**config.mk**
```make
export PLATFORM = sky130hd
export DESIGN_NAME = rgb_linear_fade_engine_unit
export DESIGN_NICKNAME = d
export VERILOG_FILES = /design/src/rtl/core/rlfe_pkg.sv /design/src/rtl/core/rlfe_div.sv /design/src/rtl/core/rlfe_datapath.sv /design/src/rtl/core/rlfe_ctrl.sv /design/src/rtl/core/rgb_linear_fade_engine_unit.sv
export SDC_FILE = /design/constraint.sdc
export NUM_CORES = 1
export LEC_CHECK = 0
export ABC_AREA = 0
export BUFFER_PORTS_ARGS = -buffer_cell sky130_fd_sc_hd__buf_2
export CAP_MARGIN = 25
export CELL_PAD_IN_SITES_DETAIL_PLACEMENT = 1
export CELL_PAD_IN_SITES_GLOBAL_PLACEMENT = 2
export CORE_MARGIN = 3
export CORE_UTILIZATION = 36
export DETAILED_ROUTE_END_ITERATION = 16
export MAX_ROUTING_LAYER = met4
export PLACE_DENSITY_LB_ADDON = 0.3
export SKIP_CTS_REPAIR_TIMING = 1
export SYNTH_ARGS = -nofsm -noshare
export SYNTH_HDL_FRONTEND = slang
export SYNTH_HIERARCHICAL = 1
export SYNTH_SLANG_ARGS = --single-unit
```
**constraint.sdc**
```tcl
create_clock -name clk -period 6.1 [get_ports clk]
set_clock_uncertainty 0.1 [all_clocks]
set_input_delay 0.61 -clock clk [delete_from_list [all_inputs] [get_ports clk]]
set_output_delay 0.61 -clock clk [all_outputs]
set_load 0.01 [all_outputs]
```
**src/rtl/core/rlfe_pkg.sv**
```systemverilog
package rlfe_pkg;

	localparam int COLOR_W    = 8;
	localparam int DUR_IN_W   = 16;
	localparam int CFG_W      = 16;
	localparam int KIND_W     = 2;
	localparam int IN_DATA_W  = 40;
	localparam int OUT_DATA_W = 32;

	localparam logic [CFG_W-1:0] POWER_TIME_RESET = 16'd1000;

	typedef enum logic [KIND_W-1:0] {
		KIND_TICK  = 2'd0,
		KIND_SET   = 2'd1,
		KIND_MOVE  = 2'd2,
		KIND_POWER = 2'd3
	} kind_t;

	typedef enum logic [2:0] {
		ST_IDLE,
		ST_EXEC,
		ST_DIV_START,
		ST_DIV_RUN,
		ST_WRITE
	} state_t;

	typedef logic [1:0] chan_t;
	localparam chan_t CHAN_FIRST = 2'd0;
	localparam chan_t CHAN_LAST  = 2'd2;

	typedef struct packed {
		logic  load_item;
		logic  exec;
		logic  div_start;
		logic  store_step;
		logic  fade_on;
		logic  load_out;
		chan_t chan;
	} cmd_t;

	typedef struct packed {
		logic fade_kind;
		logic dur_zero;
		logic div_done;
		logic out_free;
	} status_t;

endpackage

```
**src/rtl/core/rlfe_div.sv**
```systemverilog
module rlfe_div #(
	parameter int N_W = 24,
	parameter int D_W = 16
) (
	input  logic           clk,
	input  logic           arst_n,
	input  logic           start,
	input  logic [N_W-1:0] dividend,
	input  logic [D_W-1:0] divisor,
	output logic           done,
	output logic [N_W-1:0] quotient
);

	localparam int CNT_W = $clog2(N_W);
	localparam logic [CNT_W-1:0] CNT_LAST = CNT_W'(N_W - 1);

	logic [D_W-1:0]   rem_q;
	logic [N_W-1:0]   quo_q;
	logic [D_W-1:0]   div_q;
	logic [CNT_W-1:0] cnt_q;
	logic             busy_q;
	logic             done_q;

	logic [D_W:0]   shifted;
	logic [D_W:0]   diff;
	logic           ge;
	logic [D_W-1:0] rem_nx;

	// restoring division, one quotient bit per cycle
	always_comb begin
		shifted = {rem_q, quo_q[N_W-1]};
		diff    = shifted - {1'b0, div_q};
		ge      = (shifted >= {1'b0, div_q});
		rem_nx  = ge ? diff[D_W-1:0] : shifted[D_W-1:0];
	end

	always_ff @(posedge clk or negedge arst_n) begin
		if (!arst_n) begin
			busy_q <= 1'b0;
			done_q <= 1'b0;
			cnt_q  <= '0;
		end else begin
			done_q <= 1'b0;
			if (start) begin
				busy_q <= 1'b1;
				cnt_q  <= '0;
			end else if (busy_q) begin
				cnt_q <= cnt_q + 1'b1;
				if (cnt_q == CNT_LAST) begin
					busy_q <= 1'b0;
					done_q <= 1'b1;
				end
			end
		end
	end

	always_ff @(posedge clk) begin
		if (start) begin
			rem_q <= '0;
			quo_q <= dividend;
			div_q <= divisor;
		end else if (busy_q) begin
			rem_q <= rem_nx;
			quo_q <= {quo_q[N_W-2:0], ge};
		end
	end

	assign done     = done_q;
	assign quotient = quo_q;

endmodule

```
**src/rtl/core/rlfe_datapath.sv**
```systemverilog
module rlfe_datapath #(
	parameter int FRAC_BITS     = 16,
	parameter int DURATION_BITS = 16
) (
	input  logic                            clk,
	input  logic                            arst_n,
	input  rlfe_pkg::cmd_t                  cmd,
	output rlfe_pkg::status_t               status,
	input  logic [rlfe_pkg::IN_DATA_W-1:0]  s_tdata,
	input  logic [rlfe_pkg::KIND_W-1:0]     s_tuser,
	input  logic                            cfg_valid,
	input  logic [rlfe_pkg::CFG_W-1:0]      cfg_data,
	input  logic                            m_tready,
	output logic                            m_tvalid,
	output logic [rlfe_pkg::OUT_DATA_W-1:0] m_tdata
);

	import rlfe_pkg::*;

	localparam int LW    = COLOR_W + FRAC_BITS;
	localparam int SW    = LW + 1;
	localparam int DIV_W = (DURATION_BITS < DUR_IN_W) ? DURATION_BITS : DUR_IN_W;

	localparam logic [LW-1:0]        LEVEL_MAX = '1;
	localparam logic signed [SW-1:0] ONE_UNIT  = SW'(64'd1 << FRAC_BITS);
	localparam logic [DUR_IN_W-1:0]  DUR_LIMIT = DUR_IN_W'((64'd1 << DIV_W) - 64'd1);

	kind_t                kind_q;
	logic [COLOR_W-1:0]   col_q    [3];
	logic [DIV_W-1:0]     dur_q;
	logic [CFG_W-1:0]     power_time_q;
	logic [LW-1:0]        level_q  [3];
	logic [COLOR_W-1:0]   target_q [3];
	logic signed [SW-1:0] step_q   [3];
	logic                 in_fade_q;
	logic                 sign_q;
	logic                 out_valid_q;
	logic [OUT_DATA_W-1:0] out_data_q;

	kind_t                in_kind;
	logic [DUR_IN_W-1:0]  dur_raw;
	logic [DUR_IN_W-1:0]  dur_sat;
	logic                 any_nz;
	logic [COLOR_W-1:0]   power_goal;
	logic [COLOR_W-1:0]   goal      [3];
	logic [LW+1:0]        sum       [3];
	logic [LW-1:0]        clamped   [3];
	logic signed [SW-1:0] delta     [3];
	logic                 near      [3];
	logic [LW-1:0]        tick_level[3];
	logic signed [SW-1:0] tick_step [3];
	logic                 tick_fade;
	logic signed [SW-1:0] num;
	logic signed [SW-1:0] num_mag;
	logic [LW-1:0]        dividend;
	logic                 div_done;
	logic [LW-1:0]        quotient;
	logic signed [SW-1:0] step_res;

	always_comb begin
		in_kind = kind_t'(s_tuser);
		dur_raw = (in_kind == KIND_POWER) ? power_time_q : s_tdata[IN_DATA_W-1 -: DUR_IN_W];
		dur_sat = (dur_raw > DUR_LIMIT) ? DUR_LIMIT : dur_raw;
	end

	always_comb begin
		any_nz     = (level_q[0] != '0) || (level_q[1] != '0) || (level_q[2] != '0);
		power_goal = any_nz ? '0 : '1;
		for (int c = 0; c < 3; c++) begin
			goal[c] = (kind_q == KIND_POWER) ? power_goal : col_q[c];
		end
	end

	// tick: add step, saturate, snap when within one unit of target
	always_comb begin
		for (int c = 0; c < 3; c++) begin
			sum[c] = {2'b00, level_q[c]} + {step_q[c][SW-1], step_q[c]};
			if (sum[c][LW+1]) begin
				clamped[c] = '0;
			end else if (sum[c][LW]) begin
				clamped[c] = LEVEL_MAX;
			end else begin
				clamped[c] = sum[c][LW-1:0];
			end
			delta[c] = $signed({1'b0, clamped[c]}) -
			           $signed({1'b0, target_q[c], {FRAC_BITS{1'b0}}});
			near[c] = (delta[c] < ONE_UNIT) && (delta[c] > -ONE_UNIT);
			tick_level[c] = near[c] ? {target_q[c], {FRAC_BITS{1'b0}}} : clamped[c];
			tick_step[c]  = near[c] ? '0 : step_q[c];
		end
		tick_fade = (tick_step[0] != '0) || (tick_step[1] != '0) || (tick_step[2] != '0);
	end

	always_comb begin
		num      = $signed({1'b0, target_q[cmd.chan], {FRAC_BITS{1'b0}}}) -
		           $signed({1'b0, level_q[cmd.chan]});
		num_mag  = num[SW-1] ? -num : num;
		dividend = num_mag[LW-1:0];
		step_res = sign_q ? -$signed({1'b0, quotient}) : $signed({1'b0, quotient});
	end

	rlfe_div #(
		.N_W (LW),
		.D_W (DIV_W)
	) u_div (
		.clk      (clk),
		.arst_n   (arst_n),
		.start    (cmd.div_start),
		.dividend (dividend),
		.divisor  (dur_q),
		.done     (div_done),
		.quotient (quotient)
	);

	always_ff @(posedge clk or negedge arst_n) begin
		if (!arst_n) begin
			power_time_q <= POWER_TIME_RESET;
			in_fade_q    <= 1'b0;
			out_valid_q  <= 1'b0;
			for (int c = 0; c < 3; c++) begin
				level_q[c]  <= '0;
				target_q[c] <= '0;
				step_q[c]   <= '0;
			end
		end else begin
			if (cfg_valid) begin
				power_time_q <= cfg_data;
			end
			if (cmd.exec) begin
				case (kind_q)
					KIND_TICK: begin
						if (in_fade_q) begin
							for (int c = 0; c < 3; c++) begin
								level_q[c] <= tick_level[c];
								step_q[c]  <= tick_step[c];
							end
							in_fade_q <= tick_fade;
						end
					end
					KIND_SET: begin
						for (int c = 0; c < 3; c++) begin
							level_q[c] <= {col_q[c], {FRAC_BITS{1'b0}}};
						end
					end
					KIND_MOVE, KIND_POWER: begin
						for (int c = 0; c < 3; c++) begin
							target_q[c] <= goal[c];
						end
						if (dur_q == '0) begin
							for (int c = 0; c < 3; c++) begin
								level_q[c] <= {goal[c], {FRAC_BITS{1'b0}}};
								step_q[c]  <= '0;
							end
							in_fade_q <= 1'b0;
						end
					end
					default: begin
					end
				endcase
			end
			if (cmd.store_step) begin
				step_q[cmd.chan] <= step_res;
			end
			if (cmd.fade_on) begin
				in_fade_q <= 1'b1;
			end
			if (cmd.load_out) begin
				out_valid_q <= 1'b1;
			end else if (m_tready) begin
				out_valid_q <= 1'b0;
			end
		end
	end

	always_ff @(posedge clk) begin
		if (cmd.load_item) begin
			kind_q <= in_kind;
			dur_q  <= dur_sat[DIV_W-1:0];
			for (int c = 0; c < 3; c++) begin
				col_q[c] <= s_tdata[c*COLOR_W +: COLOR_W];
			end
		end
		if (cmd.div_start) begin
			sign_q <= num[SW-1];
		end
		if (cmd.load_out) begin
			out_data_q <= {4'b0000, in_fade_q,
			               (level_q[2] != '0), (level_q[1] != '0), (level_q[0] != '0),
			               level_q[2][LW-1 -: COLOR_W], level_q[1][LW-1 -: COLOR_W],
			               level_q[0][LW-1 -: COLOR_W]};
		end
	end

	always_comb begin
		status.fade_kind = kind_q inside {KIND_MOVE, KIND_POWER};
		status.dur_zero  = (dur_q == '0);
		status.div_done  = div_done;
		status.out_free  = !out_valid_q || m_tready;
	end

	assign m_tvalid = out_valid_q;
	assign m_tdata  = out_data_q;

endmodule

```
**src/rtl/core/rlfe_ctrl.sv**
```systemverilog
module rlfe_ctrl (
	input  logic              clk,
	input  logic              arst_n,
	input  logic              s_tvalid,
	output logic              s_tready,
	input  rlfe_pkg::status_t status,
	output rlfe_pkg::cmd_t    cmd
);

	import rlfe_pkg::*;

	state_t state_q;
	state_t state_nx;
	chan_t  chan_q;

	always_comb begin
		state_nx = state_q;
		case (state_q)
			ST_IDLE: begin
				if (s_tvalid) begin
					state_nx = ST_EXEC;
				end
			end
			ST_EXEC: begin
				if (status.fade_kind && !status.dur_zero) begin
					state_nx = ST_DIV_START;
				end else begin
					state_nx = ST_WRITE;
				end
			end
			ST_DIV_START: begin
				state_nx = ST_DIV_RUN;
			end
			ST_DIV_RUN: begin
				if (status.div_done) begin
					state_nx = (chan_q == CHAN_LAST) ? ST_WRITE : ST_DIV_START;
				end
			end
			ST_WRITE: begin
				if (status.out_free) begin
					state_nx = ST_IDLE;
				end
			end
			default: begin
				state_nx = ST_IDLE;
			end
		endcase
	end

	always_comb begin
		s_tready       = 1'b0;
		cmd            = '0;
		cmd.chan       = chan_q;
		case (state_q)
			ST_IDLE: begin
				s_tready      = 1'b1;
				cmd.load_item = s_tvalid;
			end
			ST_EXEC: begin
				cmd.exec = 1'b1;
			end
			ST_DIV_START: begin
				cmd.div_start = 1'b1;
			end
			ST_DIV_RUN: begin
				cmd.store_step = status.div_done;
				cmd.fade_on    = status.div_done && (chan_q == CHAN_LAST);
			end
			ST_WRITE: begin
				cmd.load_out = status.out_free;
			end
			default: begin
			end
		endcase
	end

	always_ff @(posedge clk or negedge arst_n) begin
		if (!arst_n) begin
			state_q <= ST_IDLE;
			chan_q  <= CHAN_FIRST;
		end else begin
			state_q <= state_nx;
			if (state_q == ST_EXEC) begin
				chan_q <= CHAN_FIRST;
			end else if (state_q == ST_DIV_RUN && status.div_done && chan_q != CHAN_LAST) begin
				chan_q <= chan_q + 1'b1;
			end
		end
	end

endmodule

```
**src/rtl/core/rgb_linear_fade_engine_unit.sv**
```systemverilog
// Tick, set and zero-duration items go from the input transfer through EXEC to WRITE, where the
// result register is loaded once it is free. Move and power items with nonzero duration run
// three passes of the one-bit-per-cycle divider between EXEC and WRITE, one per channel.
// One item in flight; the next transfer is taken once the result register is loaded.
// Reset: arst_n clears levels, targets, steps and fade mode at once; power_time resets to 1000.
module rgb_linear_fade_engine_unit #(
	parameter int FRAC_BITS     = 16,
	parameter int DURATION_BITS = 16
) (
	input  logic                            clk,
	input  logic                            arst_n,
	input  logic                            s_tvalid,
	output logic                            s_tready,
	// red[7:0], green[15:8], blue[23:16], duration_ms[39:24]
	input  logic [rlfe_pkg::IN_DATA_W-1:0]  s_tdata,
	// kind[1:0]
	input  logic [rlfe_pkg::KIND_W-1:0]     s_tuser,
	output logic                            m_tvalid,
	input  logic                            m_tready,
	// duty_red[7:0], duty_green[15:8], duty_blue[23:16], enable_red[24],
	// enable_green[25], enable_blue[26], fading[27], zero[31:28]
	output logic [rlfe_pkg::OUT_DATA_W-1:0] m_tdata,
	input  logic                            cfg_valid,
	output logic                            cfg_ready,
	// power_time[15:0]
	input  logic [rlfe_pkg::CFG_W-1:0]      cfg_data
);

	import rlfe_pkg::*;

	cmd_t    cmd;
	status_t status;

	assign cfg_ready = 1'b1;

	rlfe_ctrl u_ctrl (
		.clk      (clk),
		.arst_n   (arst_n),
		.s_tvalid (s_tvalid),
		.s_tready (s_tready),
		.status   (status),
		.cmd      (cmd)
	);

	rlfe_datapath #(
		.FRAC_BITS     (FRAC_BITS),
		.DURATION_BITS (DURATION_BITS)
	) u_datapath (
		.clk       (clk),
		.arst_n    (arst_n),
		.cmd       (cmd),
		.status    (status),
		.s_tdata   (s_tdata),
		.s_tuser   (s_tuser),
		.cfg_valid (cfg_valid && cfg_ready),
		.cfg_data  (cfg_data),
		.m_tready  (m_tready),
		.m_tvalid  (m_tvalid),
		.m_tdata   (m_tdata)
	);

`ifndef NO_ASSERTIONS
	a_one_in_flight: assert property (@(posedge clk) disable iff (!arst_n)
		(s_tvalid && s_tready) |=> !s_tready)
		else $error("input transfer taken while an item is in flight");

	a_load_out_free: assert property (@(posedge clk) disable iff (!arst_n)
		cmd.load_out |-> (!m_tvalid || m_tready))
		else $error("result register overwritten before its transfer");

	a_step_on_done: assert property (@(posedge clk) disable iff (!arst_n)
		cmd.store_step |-> status.div_done)
		else $error("step stored without a finished division");
`endif

endmodule

```
## Word level (Yosys, flattened, before mapping)

Memory sizes are Yosys's and may differ from the RTL's.
Index checks and enable logic that the tools add are counted.

| word-level totals | value |
|---|---|
| register bits | 304 |
| latch bits | 0 |
| memory bits (writable) | 24 |
| memory bits (read-only) | 0 |
| input port bits | 63 |
| output and inout port bits | 35 |
| logic and storage cells | 170 |
| memories kept | 1 |

| cells by class | value |
|---|---|
| add/sub/neg operators | 12 |
| multipliers | 0 |
| divide/modulo/power cells | 0 |
| magnitude comparators | 10 |
| eq/ne operators | 17 |
| shift-type cells | 0 |
| mux-type cells | 70 |
| bitwise operators | 1 |
| reductions and logical operators | 35 |

Memories:

| memory | depth | bits a word | read ports | clocked after Yosys merged registers in | wr ports | line | text |
|---|---|---|---|---|---|---|---|
| u_datapath.col_q | 3 | 8 | 3 | 0 | 3 | rlfe_datapath.sv:29 | `logic [COLOR_W-1:0] col_q [3];` |

Operator list:

| cell | number |
|---|---|
| 2-to-1 mux 24 bit | 14 |
| 2-to-1 mux 75 bit | 4 |
| case mux 72 bit (3 select lines) | 1 |
| case mux 75 bit (2 select lines) | 1 |
| 2-to-1 mux 72 bit | 2 |
| 2-to-1 mux 25 bit | 5 |
| subtractor 24 x 24 -> 25 bit | 4 |
| adder 25 x 25 -> 26 bit | 3 |
| bitwise mux 75 bit | 1 |
| greater-than comparator 25 x 17 -> 1 bit (second input constant) | 3 |
| less-than comparator 25 x 18 -> 1 bit (second input constant) | 3 |
| nonzero test 25 bit | 3 |
| nonzero test 24 bit | 3 |
| demux 25 bit (select 2 bit) | 1 |
| binary-select mux 24 bit (select 2 bit) | 1 |
| 2-to-1 mux 8 bit | 6 |
| 2-to-1 mux 16 bit | 2 |
| negation 24 -> 25 bit | 1 |
| negation 24 bit | 1 |
| 2-to-1 mux 1 bit | 19 |
| greater-or-equal comparator 17 x 16 -> 1 bit | 1 |
| binary-select mux 8 bit (select 2 bit) | 1 |
| greater-than comparator 16 bit (second input constant) | 1 |
| zero test 16 bit | 1 |
| other kinds (30) | 63 |

## Logic depth before layout (Yosys ltp)

| logic depth | value |
|---|---|
| word-level depth | 14 |
| gate-level depth with buffers | 26 |
| depth with buffers taken out | 25 |

## By module

The synthesis kept the hierarchy.

Modules (own cells, without submodules):

| module | times used | cells each | area an instance (µm²) | seq. area each (µm²) |
|---|---|---|---|---|
| rlfe_datapath | 1 | 2111 | 18858.1 | 6869.1 |
| rlfe_div | 1 | 325 | 3572.2 | 1696.6 |
| rlfe_ctrl | 1 | 40 | 336.6 | 125.1 |
| rgb_linear_fade_engine_unit | 1 | 2 | 11.3 | 0.0 |

## Worst setup path before layout

OpenSTA, ideal clock, no wires.

| path | value |
|---|---|
| kind | reg2reg |
| start | register u_datapath/level_q[0] (netlist name) |
| end | register u_datapath/step_q[10] (netlist name) |
| library setup time | 0.087 ns |
| arrival time | 5.596 ns |
| required time | 5.913 ns |
| path slack | 0.317 ns |
| stages on the path, launching flop included | 26 |
| path buffers | 3 |
| period minus slack after synthesis | 5.783 ns |
| path through | dfrtp_1 > ha_1 > inv_1 > fa_1 > nor2b_1 > o21a_1 > o21ai_1 > a211o_1 > o2111ai_1 > a2111oi_0 > and3b_1 > clkbuf_1 > clkbuf_1 > o21a_1 > ha_1 > o21ai_0 > a21oi_1 > o41ai_1 > xnor2_1 > nor4_1 > or4_1 > o41ai_4 > nor2_1 > o211a_2 > buf_4 > a211oi_2 |

| between the ends | value |
|---|---|
| longest elaborated chain between the ends | 12 |
| elaborated cells on any way between the ends | 13 |
| classes of those cells | add/sub: 2; order compare: 2; mux: 8; reduce/logical: 1 |

Ends and longest elaborated chain:

| element | line | text |
|---|---|---|
| start: declaration | rlfe_datapath.sv:32 | `logic [LW-1:0] level_q [3];` |
| start signal: indexed assignment | rlfe_datapath.sv:134 | `level_q[c] <= tick_level[c];` |
| start signal: indexed assignment | rlfe_datapath.sv:142 | `level_q[c] <= {col_q[c], {FRAC_BITS{1'b0}}};` |
| start signal: indexed assignment | rlfe_datapath.sv:151 | `level_q[c] <= {goal[c], {FRAC_BITS{1'b0}}};` |
| adder 25 x 25 -> 26 bit (*) | rlfe_datapath.sv:77 | `sum[c] = {2'b00, level_q[c]} + {step_q[c][SW-1], step_q[c]};` |
| 2-to-1 mux 24 bit | rlfe_datapath.sv:80 | `end else if (sum[c][LW]) begin` |
| 2-to-1 mux 24 bit (*) | rlfe_datapath.sv:78 | `if (sum[c][LW+1]) begin` |
| subtractor 24 x 24 -> 25 bit (*) | rlfe_datapath.sv:85 | `delta[c] = $signed({1'b0, clamped[c]}) -` |
| less-than comparator 25 x 18 -> 1 bit / greater-than comparator 25 x 17 -> 1 bit (equally long branches) | rlfe_datapath.sv:87 | `near[c] = (delta[c] < ONE_UNIT) && (delta[c] > -ONE_UNIT);` |
| logical AND 1 bit (*) | rlfe_datapath.sv:87 |  |
| 2-to-1 mux 25 bit (*) | rlfe_datapath.sv:89 | `tick_step[c] = near[c] ? '0 : step_q[c];` |
| 2-to-1 mux 75 bit (*) | rlfe_datapath.sv:132 | `if (in_fade_q) begin` |
| case mux 75 bit (2 select lines) (*) | rlfe_datapath.sv:130 | `case (kind_q)` |
| 2-to-1 mux 75 bit (*) | rlfe_datapath.sv:129 | `if (cmd.exec) begin` |
| bitwise mux 75 bit | rlfe_datapath.sv:162 | `step_q[cmd.chan] <= step_res;` |
| 2-to-1 mux 75 bit (*) | rlfe_datapath.sv:161 | `if (cmd.store_step) begin` |
| end signal: indexed assignment | rlfe_datapath.sv:135 | `step_q[c] <= tick_step[c];` |
| end signal: indexed assignment | rlfe_datapath.sv:162 |  |
| end: declaration | rlfe_datapath.sv:34 | `logic signed [SW-1:0] step_q [3];` |

Mark *: on every way between the ends. The rest lies on a longest branch, timed or not.
A chain may end at the register's enable or synchronous reset.

## Worst setup path after layout

| path | value |
|---|---|
| start | register u_datapath/step_q[50] (netlist name) |
| end | register u_datapath/step_q[62] (netlist name) |

| between the ends | value |
|---|---|
| longest elaborated chain between the ends | 12 |
| elaborated cells on any way between the ends | 13 |
| classes of those cells | add/sub: 2; order compare: 2; mux: 8; reduce/logical: 1 |

Ends and longest elaborated chain:

| element | line |
|---|---|
| adder 25 x 25 -> 26 bit (*) | rlfe_datapath.sv:77 |
| 2-to-1 mux 24 bit | rlfe_datapath.sv:80 |
| 2-to-1 mux 24 bit (*) | rlfe_datapath.sv:78 |
| subtractor 24 x 24 -> 25 bit (*) | rlfe_datapath.sv:85 |
| less-than comparator 25 x 18 -> 1 bit / greater-than comparator 25 x 17 -> 1 bit (equally long branches) | rlfe_datapath.sv:87 |
| logical AND 1 bit (*) | rlfe_datapath.sv:87 |
| 2-to-1 mux 25 bit (*) | rlfe_datapath.sv:89 |
| 2-to-1 mux 75 bit (*) | rlfe_datapath.sv:132 |
| case mux 75 bit (2 select lines) (*) | rlfe_datapath.sv:130 |
| 2-to-1 mux 75 bit (*) | rlfe_datapath.sv:129 |
| bitwise mux 75 bit | rlfe_datapath.sv:162 |
| 2-to-1 mux 75 bit (*) | rlfe_datapath.sv:161 |

Marks and branches as above.

==> impl_metrics.sql <==
INSERT INTO impl_metrics (metric_group, metric, value, unit) VALUES
('logic_synthesis', 'synth_top_cell_area_share', '0.214', ''),
('detailed_routing', 'detail_route.drc_violations', '0', ''),
('logic_synthesis', 'avgSynthCellArea', '9.19', 'µm²'),
('floorplan', 'initial_utilization', '0.366', ''),
('critical_path', 'critical_path.max_stage_delay', '0.40', 'ns'),
('logic_synthesis', 'synthesis.instances', '2478', ''),
('detailed_routing', 'wl_per_cell', '24.3', 'µm'),
('cts', 'cts_num_sinks', '328', ''),
('sta', 'timing.final.crit_period', '5.94', 'ns'),
('logic_synthesis', 'area_of_the_mapped_netlist', '22800', 'µm²'),
('critical_path', 'path_max_fanout', '13', ''),
('grt', 'grt_max_degree', '103', ''),
('logic_synthesis', 'postSynth.asyncResetShare', '0.613', ''),
('grt', 'grt_use_total', '0.258', ''),
('cts', 'cts_max_path_buffers', '3', ''),
('critical_path', 'critical_path_class', 'register to register', ''),
('logic_synthesis', 'ys_ff_latch', '328', ''),
('sta', 'finalCritPeriodShare', '0.973', ''),
('critical_path', 'critPathSlowestCell', 'sky130_fd_sc_hd__fa_1', ''),
('floorplan', 'die_area', '66300', 'µm²'),
('power_and_ir_drop', 'power_frac_comb', '0.525', ''),
('layout', 'multi_input_area', '13400', 'µm²'),
('power_and_ir_drop', 'p_int', '6.98', 'mW'),
('placed_design', 'gpl.final_weighted_congestion', '0.938', ''),
('critical_path', 'timing.critical_path.depth', '27', ''),
('power_and_ir_drop', 'power_per_cell_area', '478', 'nW/µm²'),
('grt', 'grt_pass1_wl', '128000', 'µm'),
('layout', 'fin_area', '26500', 'µm²'),
('floorplan', 'die-width', '258', 'µm'),
('layout', 'fillers', '7234', ''),
('layout', 'layout_commonest_cell', 'sky130_fd_sc_hd__nand2_1', ''),
('grt', 'first_global_vias', '20900', ''),
('critical_path', 'timing.critical_path.arrival', '6.23', 'ns'),
('layout', 'seq_area', '8690', 'µm²'),
('cts', 'clock_insertion_delay_worst_skew', '0.57', 'ns'),
('critical_path', 'cp-start-kind', 'register', ''),
('floorplan', 'core', '62200', 'µm²'),
('outcome', 'run_status', 'complete, but fails checks', ''),
('sta', 'finalHoldViolations', '1', ''),
('cts', 'cts.root.buffer_cell', 'sky130_fd_sc_hd__clkbuf_16', ''),
('logic_synthesis', 'synth_area_leaders', 'sky130_fd_sc_hd__dfrtp_1, sky130_fd_sc_hd__edfxtp_1, sky130_fd_sc_hd__ha_1, sky130_fd_sc_hd__nand2_1, sky130_fd_sc_hd__nor2_1', ''),
('min_path', 'hold_class', 'primary input to async pin', ''),
('detailed_routing', 'wirelength', '84900', 'µm'),
('sta', 'fmaxAchievable', '168', 'MHz'),
('sta', 'hold-worst-slack', '-0.00322', 'ns'),
('sta', 'grt_setup_unrepaired', 'yes', ''),
('layout', 'post_route_cells_drive_above_1_share', '0.174', ''),
('critical_path', 'worst_setup_path_endpoint', 'u_datapath/step_q[62]', ''),
('cts', 'tritoncts', 'yes', ''),
('placed_design', 'area_post_placement', '24700', 'µm²'),
('critical_path', 'regToRegStartpoint', 'u_datapath/step_q[50]', ''),
('cts', 'numCtsBuffers', '40', ''),
('logic_synthesis', 'synth.yosys.warnings', '6', ''),
('layout', 'syn2layout_area_growth', '16.5', '%'),
('grt', 'antenna_found_initial', '0', ''),
('outcome', 'failing_checks', 'negative hold slack', ''),
('run', 'max_cap_violations', '0', ''),
('placed_design', 'place.detailed.hpwl', '65400', 'µm'),
('floorplan', 'io_count', '98', ''),
('grt', 'grt_remaining_overflow', '0', ''),
('critical_path', 'critical-path-top-delay-family', 'compound AO/OA/AOI/OAI gates', ''),
('floorplan', 'num_rows', '91', ''),
('detailed_routing', 'ant_nets', '0', ''),
('power_and_ir_drop', 'share_of_total_power_in_the_clock_network', '0.207', ''),
('logic_synthesis', 'synth_cell_type_count', '106', ''),
('critical_path', 'worst_path_most_repeated_cell', 'sky130_fd_sc_hd__buf_4', ''),
('detailed_routing', 'via_count', '20000', ''),
('detailed_routing', 'detailedRoute.firstIterationViolations', '1157', ''),
('critical_path', 'startpoint', 'u_datapath/step_q[50]', ''),
('cts', 'ctsHtreeMaxLevel', '2', ''),
('logic_synthesis', 'synth_edf_count', '111', '');
## routing by layer
metal | wire, µm | share of wire | up-vias | GRT usage
li1 | - | - | 9395 | -
met1 | 38100 | 0.45 | 10100 | 0.328
met2 | 40200 | 0.47 | 386 | 0.421
met3 | 3550 | 0.042 | 126 | 0.0399
met4 | 2950 | 0.035 | 0 | 0.0872
met5 | 0 | 0 | - | -
## area by class of cell
class / instances / area share
multi-input cells: 1926 / 0.505
flip-flops and latches: 328 / 0.328
repair buffers: 224 / 0.0587
clock buffers: 53 / 0.0427
well taps: 837 / 0.0395
inverters: 105 / 0.0149
clock inverters: 21 / 0.0115
## per-stage QoR
stage	power, mW	instances	hold slack, ns	setup slack [ns]	setup TNS, ns
2_1_floorplan	7.44	2481	0.214	0.317	0
3_3_place_gp	9.60	3402	0.334	0.0714	0
3_5_place_dp	9.78	3403	0.338	-0.137	-1.51
4_1_cts	12.5	3477	0.0472	-0.176	-3.97
5_1_grt	13.4	3494	0.0824	-0.107	-2.12
6_report	12.7	3494	-0.00322	0.164	0
## power groups by stage
stage | sequential (mW) | combinational (mW) | clock [mW]
6_report | 3.40 | 6.65 | 2.62
5_1_grt | 3.45 | 7.23 | 2.75
2_1_floorplan | 3.19 | 4.25 | 0
3_3_place_gp | 3.41 | 6.19 | 0
3_5_place_dp | 3.44 | 6.35 | 0
4_1_cts | 3.40 | 6.40 | 2.67
## worst min path at each step
| stage | to | startpoint | depth (start not counted) |
|---|---|---|---|
| after global routing | u_datapath/target_q[19] | arst_n | 1 |
| final | u_datapath/target_q[19] | arst_n | 1 |
| after global placement | u_datapath/u_div/div_q[10] | u_datapath/dur_q[10] | 0 |
| after detailed placement | u_datapath/u_div/div_q[12] | u_datapath/dur_q[12] | 0 |
| after floorplan | u_ctrl/chan_q[0] | arst_n | 0 |
| after CTS | u_datapath/target_q[19] | arst_n | 1 |
## sequential cells by signal, summed over array words and instances (netlist names)
name / flops
u_datapath/step_q: 75
u_datapath/level_q: 72
u_datapath/m_tdata: 28
u_datapath/col_q: 24
u_datapath/target_q: 24
u_datapath/u_div/quotient: 24
u_datapath/dur_q: 16
u_datapath/power_time_q: 16
u_datapath/u_div/div_q: 16
u_datapath/u_div/rem_q: 16
u_datapath/u_div/cnt_q: 5
u_ctrl/state_q: 3
u_ctrl/chan_q: 2
u_datapath/kind_q: 2
u_datapath/in_fade_q: 1
u_datapath/m_tvalid: 1
u_datapath/sign_q: 1
u_datapath/u_div/busy_q: 1
u_datapath/u_div/done: 1
## synthesized netlist by cell type, drive strengths merged, types with 28 or more instances
cell / n
nand2: 243
nor2: 231
dfrtp: 195
o21ai: 156
a21oi: 151
ha: 128
edfxtp: 111
inv: 105
xnor2: 85
clkbuf: 78
mux2i: 67
xor2: 67
a211oi: 59
mux2: 56
a21o: 55
nor3: 49
a31oi: 45
buf: 44
nor4: 44
nand3: 38
o21a: 33
nand2b: 31
nor2b: 28
## cell families (layout without fill, tap and decap cells)
family	after synthesis	count (layout)	share of synthesized area
adders and majority gates	148	148	0.0813
and+or+nand+nor	808	808	0.172
xor gates and xnor gates	152	152	0.0584
other	2	5	0.000330
muxes	123	123	0.0571
buffers and inverters	229	403	0.0439
AOI/OAI and AO/OA	688	690	0.205
DFF	328	328	0.382
(Power assumes the default switching activity.)
